`src/rtl/svpwm_pkg.sv`:
```
`timescale 1ns / 1ps
package svpwm_pkg;

  // Field widths
  localparam int SPEED_W    = 16;
  localparam int GAIN_W     = 32;
  localparam int OFFSET_W   = 18;
  localparam int STEP_W     = 24;
  localparam int PERIOD_W   = 16;
  localparam int DUTY_W     = 17;
  localparam int CODE_W     = 3;
  localparam int DEG_W      = 9;
  localparam int CFG_IDX_W  = 2;
  localparam int CFG_DATA_W = 32;

  // Internal widths
  localparam int ANGLE_W = 25;
  localparam int TRIG_W  = 17;
  localparam int IDX_W   = 7;

  localparam int SINE_ENTRIES = 91;

  // Q16 degrees in one electrical turn, and the largest step below it
  localparam logic [ANGLE_W-1:0] FULL_TURN = ANGLE_W'(360 * 65536);
  localparam logic [ANGLE_W-1:0] ANGLE_MAX = ANGLE_W'(360 * 65536 - 1);

  localparam logic [TRIG_W-1:0] Q16_ONE = TRIG_W'(65536);

  // 1/sqrt(3) and 2/sqrt(3) in Q16
  localparam logic [15:0] K_HALF_INV_SQRT3 = 16'd37840;
  localparam logic [16:0] K_TWO_INV_SQRT3  = 17'd75673;

  // Configuration register indexes
  typedef enum logic [CFG_IDX_W-1:0] {
    CFG_MOD_GAIN   = 2'd0,
    CFG_MOD_OFFSET = 2'd1,
    CFG_ANGLE_STEP = 2'd2,
    CFG_PWM_PERIOD = 2'd3
  } cfg_reg_t;

  // Sector code: {Vb negative, Va negative, b negative}
  typedef enum logic [CODE_W-1:0] {
    SEC_Q1_BPOS = 3'd0,
    SEC_Q1_BNEG = 3'd1,
    SEC_Q2_BPOS = 3'd2,
    SEC_Q2_BNEG = 3'd3,
    SEC_Q4_BPOS = 3'd4,
    SEC_Q4_BNEG = 3'd5,
    SEC_Q3_BPOS = 3'd6,
    SEC_Q3_BNEG = 3'd7
  } sector_t;

  // Stage enables from the controller to the datapath
  typedef struct packed {
    logic mul_en;
    logic ang_en;
    logic tab_en;
    logic vab_en;
    logic abc_en;
    logic expr_en;
    logic out_en;
  } svpwm_cmd_t;

  // Quarter-wave sine, Q16, one entry per whole degree
  function automatic logic [TRIG_W-1:0] sine_q16(input logic [IDX_W-1:0] idx);
    logic [TRIG_W-1:0] s;
    case (idx)
      7'd0:  s = 17'd0;
      7'd1:  s = 17'd1147;
      7'd2:  s = 17'd2287;
      7'd3:  s = 17'd3428;
      7'd4:  s = 17'd4574;
      7'd5:  s = 17'd5715;
      7'd6:  s = 17'd6849;
      7'd7:  s = 17'd7989;
      7'd8:  s = 17'd9123;
      7'd9:  s = 17'd10250;
      7'd10: s = 17'd11377;
      7'd11: s = 17'd12504;
      7'd12: s = 17'd13625;
      7'd13: s = 17'd14746;
      7'd14: s = 17'd15853;
      7'd15: s = 17'd16961;
      7'd16: s = 17'd18062;
      7'd17: s = 17'd19163;
      7'd18: s = 17'd20251;
      7'd19: s = 17'd21339;
      7'd20: s = 17'd22413;
      7'd21: s = 17'd23488;
      7'd22: s = 17'd24550;
      7'd23: s = 17'd25605;
      7'd24: s = 17'd26653;
      7'd25: s = 17'd27696;
      7'd26: s = 17'd28731;
      7'd27: s = 17'd29753;
      7'd28: s = 17'd30769;
      7'd29: s = 17'd31772;
      7'd30: s = 17'd32768;
      7'd31: s = 17'd33751;
      7'd32: s = 17'd34728;
      7'd33: s = 17'd35691;
      7'd34: s = 17'd36648;
      7'd35: s = 17'd37591;
      7'd36: s = 17'd38522;
      7'd37: s = 17'd39440;
      7'd38: s = 17'd40351;
      7'd39: s = 17'd41242;
      7'd40: s = 17'd42127;
      7'd41: s = 17'd42998;
      7'd42: s = 17'd43850;
      7'd43: s = 17'd44696;
      7'd44: s = 17'd45528;
      7'd45: s = 17'd46341;
      7'd46: s = 17'd47140;
      7'd47: s = 17'd47933;
      7'd48: s = 17'd48700;
      7'd49: s = 17'd49460;
      7'd50: s = 17'd50201;
      7'd51: s = 17'd50928;
      7'd52: s = 17'd51642;
      7'd53: s = 17'd52337;
      7'd54: s = 17'd53019;
      7'd55: s = 17'd53687;
      7'd56: s = 17'd54329;
      7'd57: s = 17'd54965;
      7'd58: s = 17'd55575;
      7'd59: s = 17'd56177;
      7'd60: s = 17'd56754;
      7'd61: s = 17'd57318;
      7'd62: s = 17'd57862;
      7'd63: s = 17'd58393;
      7'd64: s = 17'd58904;
      7'd65: s = 17'd59395;
      7'd66: s = 17'd59867;
      7'd67: s = 17'd60326;
      7'd68: s = 17'd60765;
      7'd69: s = 17'd61184;
      7'd70: s = 17'd61584;
      7'd71: s = 17'd61964;
      7'd72: s = 17'd62331;
      7'd73: s = 17'd62672;
      7'd74: s = 17'd63000;
      7'd75: s = 17'd63301;
      7'd76: s = 17'd63590;
      7'd77: s = 17'd63858;
      7'd78: s = 17'd64101;
      7'd79: s = 17'd64330;
      7'd80: s = 17'd64540;
      7'd81: s = 17'd64730;
      7'd82: s = 17'd64900;
      7'd83: s = 17'd65044;
      7'd84: s = 17'd65176;
      7'd85: s = 17'd65287;
      7'd86: s = 17'd65379;
      7'd87: s = 17'd65444;
      7'd88: s = 17'd65497;
      7'd89: s = 17'd65523;
      default: s = Q16_ONE;
    endcase
    return s;
  endfunction

endpackage

```
`src/rtl/svpwm_ctrl.sv`:
```
`timescale 1ns / 1ps
module svpwm_ctrl (
  input  logic                  clk,
  input  logic                  rst,
  input  logic                  in_valid,
  output logic                  in_ready,
  output logic                  out_valid,
  input  logic                  out_ready,
  output svpwm_pkg::svpwm_cmd_t cmd
);
  import svpwm_pkg::*;

  typedef enum logic [2:0] {
    S_IDLE,
    S_ANGLE,
    S_TABLE,
    S_VOLT,
    S_SCALE,
    S_EXPR,
    S_DUTY
  } state_t;

  state_t state;

  // Decode stage enables from the current state
  always_comb begin
    cmd         = '0;
    cmd.mul_en  = (state == S_IDLE) && in_valid;
    cmd.ang_en  = (state == S_ANGLE);
    cmd.tab_en  = (state == S_TABLE);
    cmd.vab_en  = (state == S_VOLT);
    cmd.abc_en  = (state == S_SCALE);
    cmd.expr_en = (state == S_EXPR);
    cmd.out_en  = (state == S_DUTY) && (!out_valid || out_ready);
  end

  assign in_ready = (state == S_IDLE);

  // Advance through the steps; hold in the duty step until the output register is free
  always_ff @(posedge clk) begin
    if (rst) begin
      state     <= S_IDLE;
      out_valid <= 1'b0;
    end else begin
      case (state)
        S_IDLE:  if (in_valid) state <= S_ANGLE;
        S_ANGLE: state <= S_TABLE;
        S_TABLE: state <= S_VOLT;
        S_VOLT:  state <= S_SCALE;
        S_SCALE: state <= S_EXPR;
        S_EXPR:  state <= S_DUTY;
        S_DUTY:  if (!out_valid || out_ready) state <= S_IDLE;
        default: state <= S_IDLE;
      endcase
      if (cmd.out_en) begin
        out_valid <= 1'b1;
      end else if (out_ready) begin
        out_valid <= 1'b0;
      end
    end
  end

endmodule

```
`config.mk`:
```
export PLATFORM = sky130hd
export DESIGN_NAME = svpwm_ctrl
export DESIGN_NICKNAME = d
export VERILOG_FILES = /design/src/rtl/svpwm_pkg.sv /design/src/rtl/svpwm_ctrl.sv
export SDC_FILE = /design/constraint.sdc
export NUM_CORES = 1
export LEC_CHECK = 0
export BUFFER_PORTS_ARGS = -buffer_cell sky130_fd_sc_hd__buf_2
export CORE_AREA = 8 8 45 47
export CTS_CLUSTER_DIAMETER = 60
export CTS_CLUSTER_SIZE = 12
export DETAILED_ROUTE_END_ITERATION = 16
export DIE_AREA = 0 0 53 55
export GPL_ROUTABILITY_DRIVEN = 0
export PLACE_DENSITY = 0.51
export SYNTH_ARGS = -nofsm -noshare
export SYNTH_HDL_FRONTEND = slang
export SYNTH_SLANG_ARGS = --single-unit
```
`constraint.sdc`:
```
create_clock -name clk -period 1.5 [get_ports clk]
set_input_delay 0 -clock clk [delete_from_list [all_inputs] [get_ports clk]]
set_output_delay 0 -clock clk [all_outputs]
set_load 0.05 [all_outputs]
```
Word-level counts from Yosys, hierarchy flattened. Index checks and enable logic that the tools add are counted.

Equal/unequal tests: 8. Multiplexer cells: 5. Reduce and logical (&&, ||, !) cells: 7.

Operators by type and width (count): $pmux 3 s7 (1); $eq 3x3->1 const B (3); $eq 3x2->1 const B (2); $mux 3 (2); $eq 3x1->1 const B (1); $logic_not 3->1 (1); $logic_and 1x1->1 (2); $mux 1 (2); $ne 2x1->1 const B (1); $ne 2x2->1 const B (1); $reduce_and 2->1 (1); $reduce_bool 2->1 (1); $logic_not 1->1 (1); $logic_or 1x1->1 (1).

Register bits: 4. Input port bits: 4. Output and inout bits: 9. Word-level logic and storage cells: 22.

Logic depth before layout (Yosys ltp).
Depth after elaboration: 4. Depth in mapped cells: 3. Depth with buffers taken out: 2.

Least setup slack after synthesis. OpenSTA, ideal clock, no wires.

Path kind: register to output. Start: register state[2]. End: output cmd[6] (netlist bit). Arrival: 2109 ps. Slack: -609 ps. Stages on the path, launching flop included: 4. Path through: dfxtp_1 -> buf_6 -> nor3_1 -> and2_1.

RTL lines: from (decl) (line svpwm_ctrl.sv:23) `state_t state;`; from (signal assigned) (line svpwm_ctrl.sv:42) `state <= S_IDLE;`; from (signal assigned) (line svpwm_ctrl.sv:46) `S_IDLE: if (in_valid) state <= S_ANGLE;`; from (signal assigned) (line svpwm_ctrl.sv:47) `S_ANGLE: state <= S_TABLE;`; to (decl) (line svpwm_ctrl.sv:9) `output svpwm_pkg::svpwm_cmd_t cmd`.

==> results.tsv <==
stage	metric	value	unit
setup_path	CP bufs+invs	2	
worst_hold_path	hold_sp	out_ready	
drt	initial drt markers	3	
global_route	initial antenna violation count	0	
setup_path	r2r setup slk	0.40	ns
clocking	CTS Sinks	4	
worst_hold_path	Hold Crit Class	in -> reg	
clocking	hold buffer count at CTS	1	
placed_design	post-DP HPWL	468.8	um
finish	area of the multi-input gates	146.4	sq um
timing	clock skew	0.002040	ns
synthesis	#FFs+latches synth	4	
pwr	Pint	0.2533	mW
finish	nets	47	
global_route	first-pass GRT wire length	1055	um
setup_path	critical path's largest stage delay	0.53	ns
clocking	post-CTS sizing	0	
placed_design	Buffers on Ports	12	
finish	Ant. Diodes	0	
clocking	TritonCTS clock tree	done	
finish	layout cell share with drive strength beyond 1	0.4878	
synthesis	Post-synth ARST share	0	
synthesis	synth top area cells	dfxtp_1 (33%), buf_6 (14%), a311oi_1 (7.2%)	
setup_path	crit-path leading delay family	flip-flops	
clocking	Reg clk slew, reported paths	0.03	ns
synthesis	Syn Area/Cell	8.990	sq um
pwr	Max VDD drop	0.5973	mV
clocking	worst-case clock buffer depth	2	
setup_path	FF-to-FF End	state[0]$_SDFFE_PP0P_	
clocking	H-Tree Depth	1	
setup_path	Worst R2R Start	state[1]$_SDFFE_PP0P_	
finish	Fillers	152	
timing	Rel. slew slack	0.7322	
floorplan	Die Y-Extent	55	um
drt	post-route antenna net violation count	0	
global_route	number of global-route vias before repair	258	
pwr	Flop pwr share	0.329	
floorplan	# rows	14	
timing	final critical-path share of the clock period	0.9103	
floorplan	Core Region	1384	sq um
floorplan	die area	2915	sq um
setup_path	critical path peak fanout	10	
clocking	clock buffer count from CTS	3	
finish	area delta synth->final	44.33	%
setup_path	critical path required time	1.50	ns
synthesis	Post-Syn Area	242.7	sq um
setup_path	type of the worst setup path	reg -> out	
synthesis	Seq/Total Area, Yosys	0.3299	
pwr	clock power share	0.311	
clocking	clk root buf	clkbuf_4	
setup_path	worst r2r path cells	2	
synthesis	EDFF count, synth	0	
finish	sequential cell area	80.08	sq um
drt	Wirelength per Cell	10.91	um
floorplan	Die X	53	um
synthesis	synth warn	0	
synthesis	most frequent cells after synthesis	dfxtp_1 (4), buf_6 (3), nor3_1 (3)	
drt	Pre-antenna DRT Iters	2	
setup_path	crit path cell chain	inv_1, nor3_2, buf_2	
drt	routed vias/inst	4.263	
floorplan	initial core utilization	0.1754	
setup_path	Crit. End Element	output port	
timing	Final Max Slew Viols	0	
timing	Tmin final	1.365	ns
timing	Achievable Freq	732.4	MHz
global_route	GRT Total Usage	0.05306	
timing	Final Hold Vio Count	0	
setup_path	crit path launch type	flop	
drt	Via Count	243	
synthesis	syn_nets	31	
synthesis	post-synth top area cell	dfxtp_1	
outcome	outcome	completed	
setup_path	Critical-path top delay cell	dfxtp_1	
synthesis	Mapped Cells	27	
pwr	total chip power	0.4212	mW
synthesis	Main synth FF type	dfxtp_1	
pwr	Combinational Power Share	0.360	
synthesis	count leader, synth	dfxtp_1	
floorplan	Top Ports	13	
job	max capacitance violation total	0	
timing	Worst Tran Pin Value	0.4011	ns
worst_hold_path	hold-critical path depth	3	
timing	setup TNS	0	ns
clocking	Skew-Pair Late Insertion Delay	0.23	ns
global_route	largest net degree at the start of global routing	12	
pwr	net switching power	0.1680	mW
synthesis	Yosys top cell area share	0.3299	
drt	final wirelength	622	um
pwr	Pwr Density	1202	nW/um^2
timing	RSZ-0062 raised after global routing	no	
synthesis	library cells used by synthesis	17	
timing	endpoints failing setup	0	
clocking	Setup Buffers After CTS	0	
drt	DR DRC count	0	
pwr	LEAKAGE	0.1529	nW
worst_hold_path	Hold EP	state[2]$_SDFFE_PP0P_	
global_route	grt ovf	0	
setup_path	CP Data Arrival Time	1.37	ns
pwr	sw frac	0.3988	
## stage by stage
step,hold slack [ns],instances,setup slack [ns],instance area [sq um],util
after detailed placement,0.2176,53,0.3689,317.8,0.2297
final,0.07013,57,0.1346,350.3,0.2532
after CTS,0.05912,57,0.1097,350.3,0.2532
after global placement,0.2174,53,0.3691,317.8,0.2297
after floorplan,0.06907,27,0.08467,264.0,-
after global routing,0.07370,57,0.006288,350.3,0.2532
## cell usage in the layout, fill, tap and decap left out, types with 2 or more instances in the layout
| cell | n |
|---|---|
| a21oi_1 | 2 |
| nor2_1 | 2 |
| dfxtp_1 | 4 |
| buf_2 | 12 |
| clkbuf_4 | 3 |
| a311oi_1 | 2 |
## power groups by stage
stage / clock network, mW / registers (mW) / logic [mW]
global route: 0.148 / 0.141 / 0.160
finish: 0.131 / 0.138 / 0.152
floorplan: 0 / 0.122 / 0.150
detailed placement: 0 / 0.141 / 0.151
CTS: 0.139 / 0.139 / 0.153
global placement: 0 / 0.141 / 0.150
## worst register-to-register path, stage by stage, from the launching register on
cell	delay (ns)
dfxtp_1	0.55
nor3_1	0.10
a2111oi_0	0.33
## how the worst max path moves through the flow
stage                               start                    end  slack (ns)  cells past startpoint
finish              state[2]$_SDFFE_PP0P_                 cmd[2]        0.13                      3
global route        state[1]$_SDFFE_PP0P_                 cmd[0]       0.006                      3
CTS                 state[2]$_SDFFE_PP0P_                 cmd[2]        0.11                      3
detailed placement  state[1]$_SDFFE_PP0P_  state[0]$_SDFFE_PP0P_        0.37                      2
global placement    state[1]$_SDFFE_PP0P_  state[0]$_SDFFE_PP0P_        0.37                      2
floorplan           state[2]$_SDFFE_PP0P_                 cmd[6]        0.08                      3
## cell families after synthesis
| group | Yosys count | share of synthesized area |
|---|---|---|
| AOI/OAI and AO/OA | 5 | 0.1495 |
| xor gates and xnor gates | 1 | 0.03609 |
| buffers and inverters | 4 | 0.1546 |
| DFF | 4 | 0.3299 |
| and+or+nand+nor | 13 | 0.3300 |
## sequential cells by signal (all words and copies together) (netlist names)
| name | flops |
|---|---|
| out_valid | 1 |
| state | 3 |
## layout make-up
class                   count  share of cell area
multi-input cells          19              0.4179
clock buffers               3             0.06429
repair buffers             14              0.2214
flip-flops and latches      4              0.2286
well taps                  16             0.05714
inverters                   1             0.01071
## metal layers
metal  track usage  routed length [um]
met5             0                   0
met4       0.02586                   0
met3       0.05080                  65
met2       0.07617                 277
met1       0.05030                 279
Power figures use the tool's default switching activity.
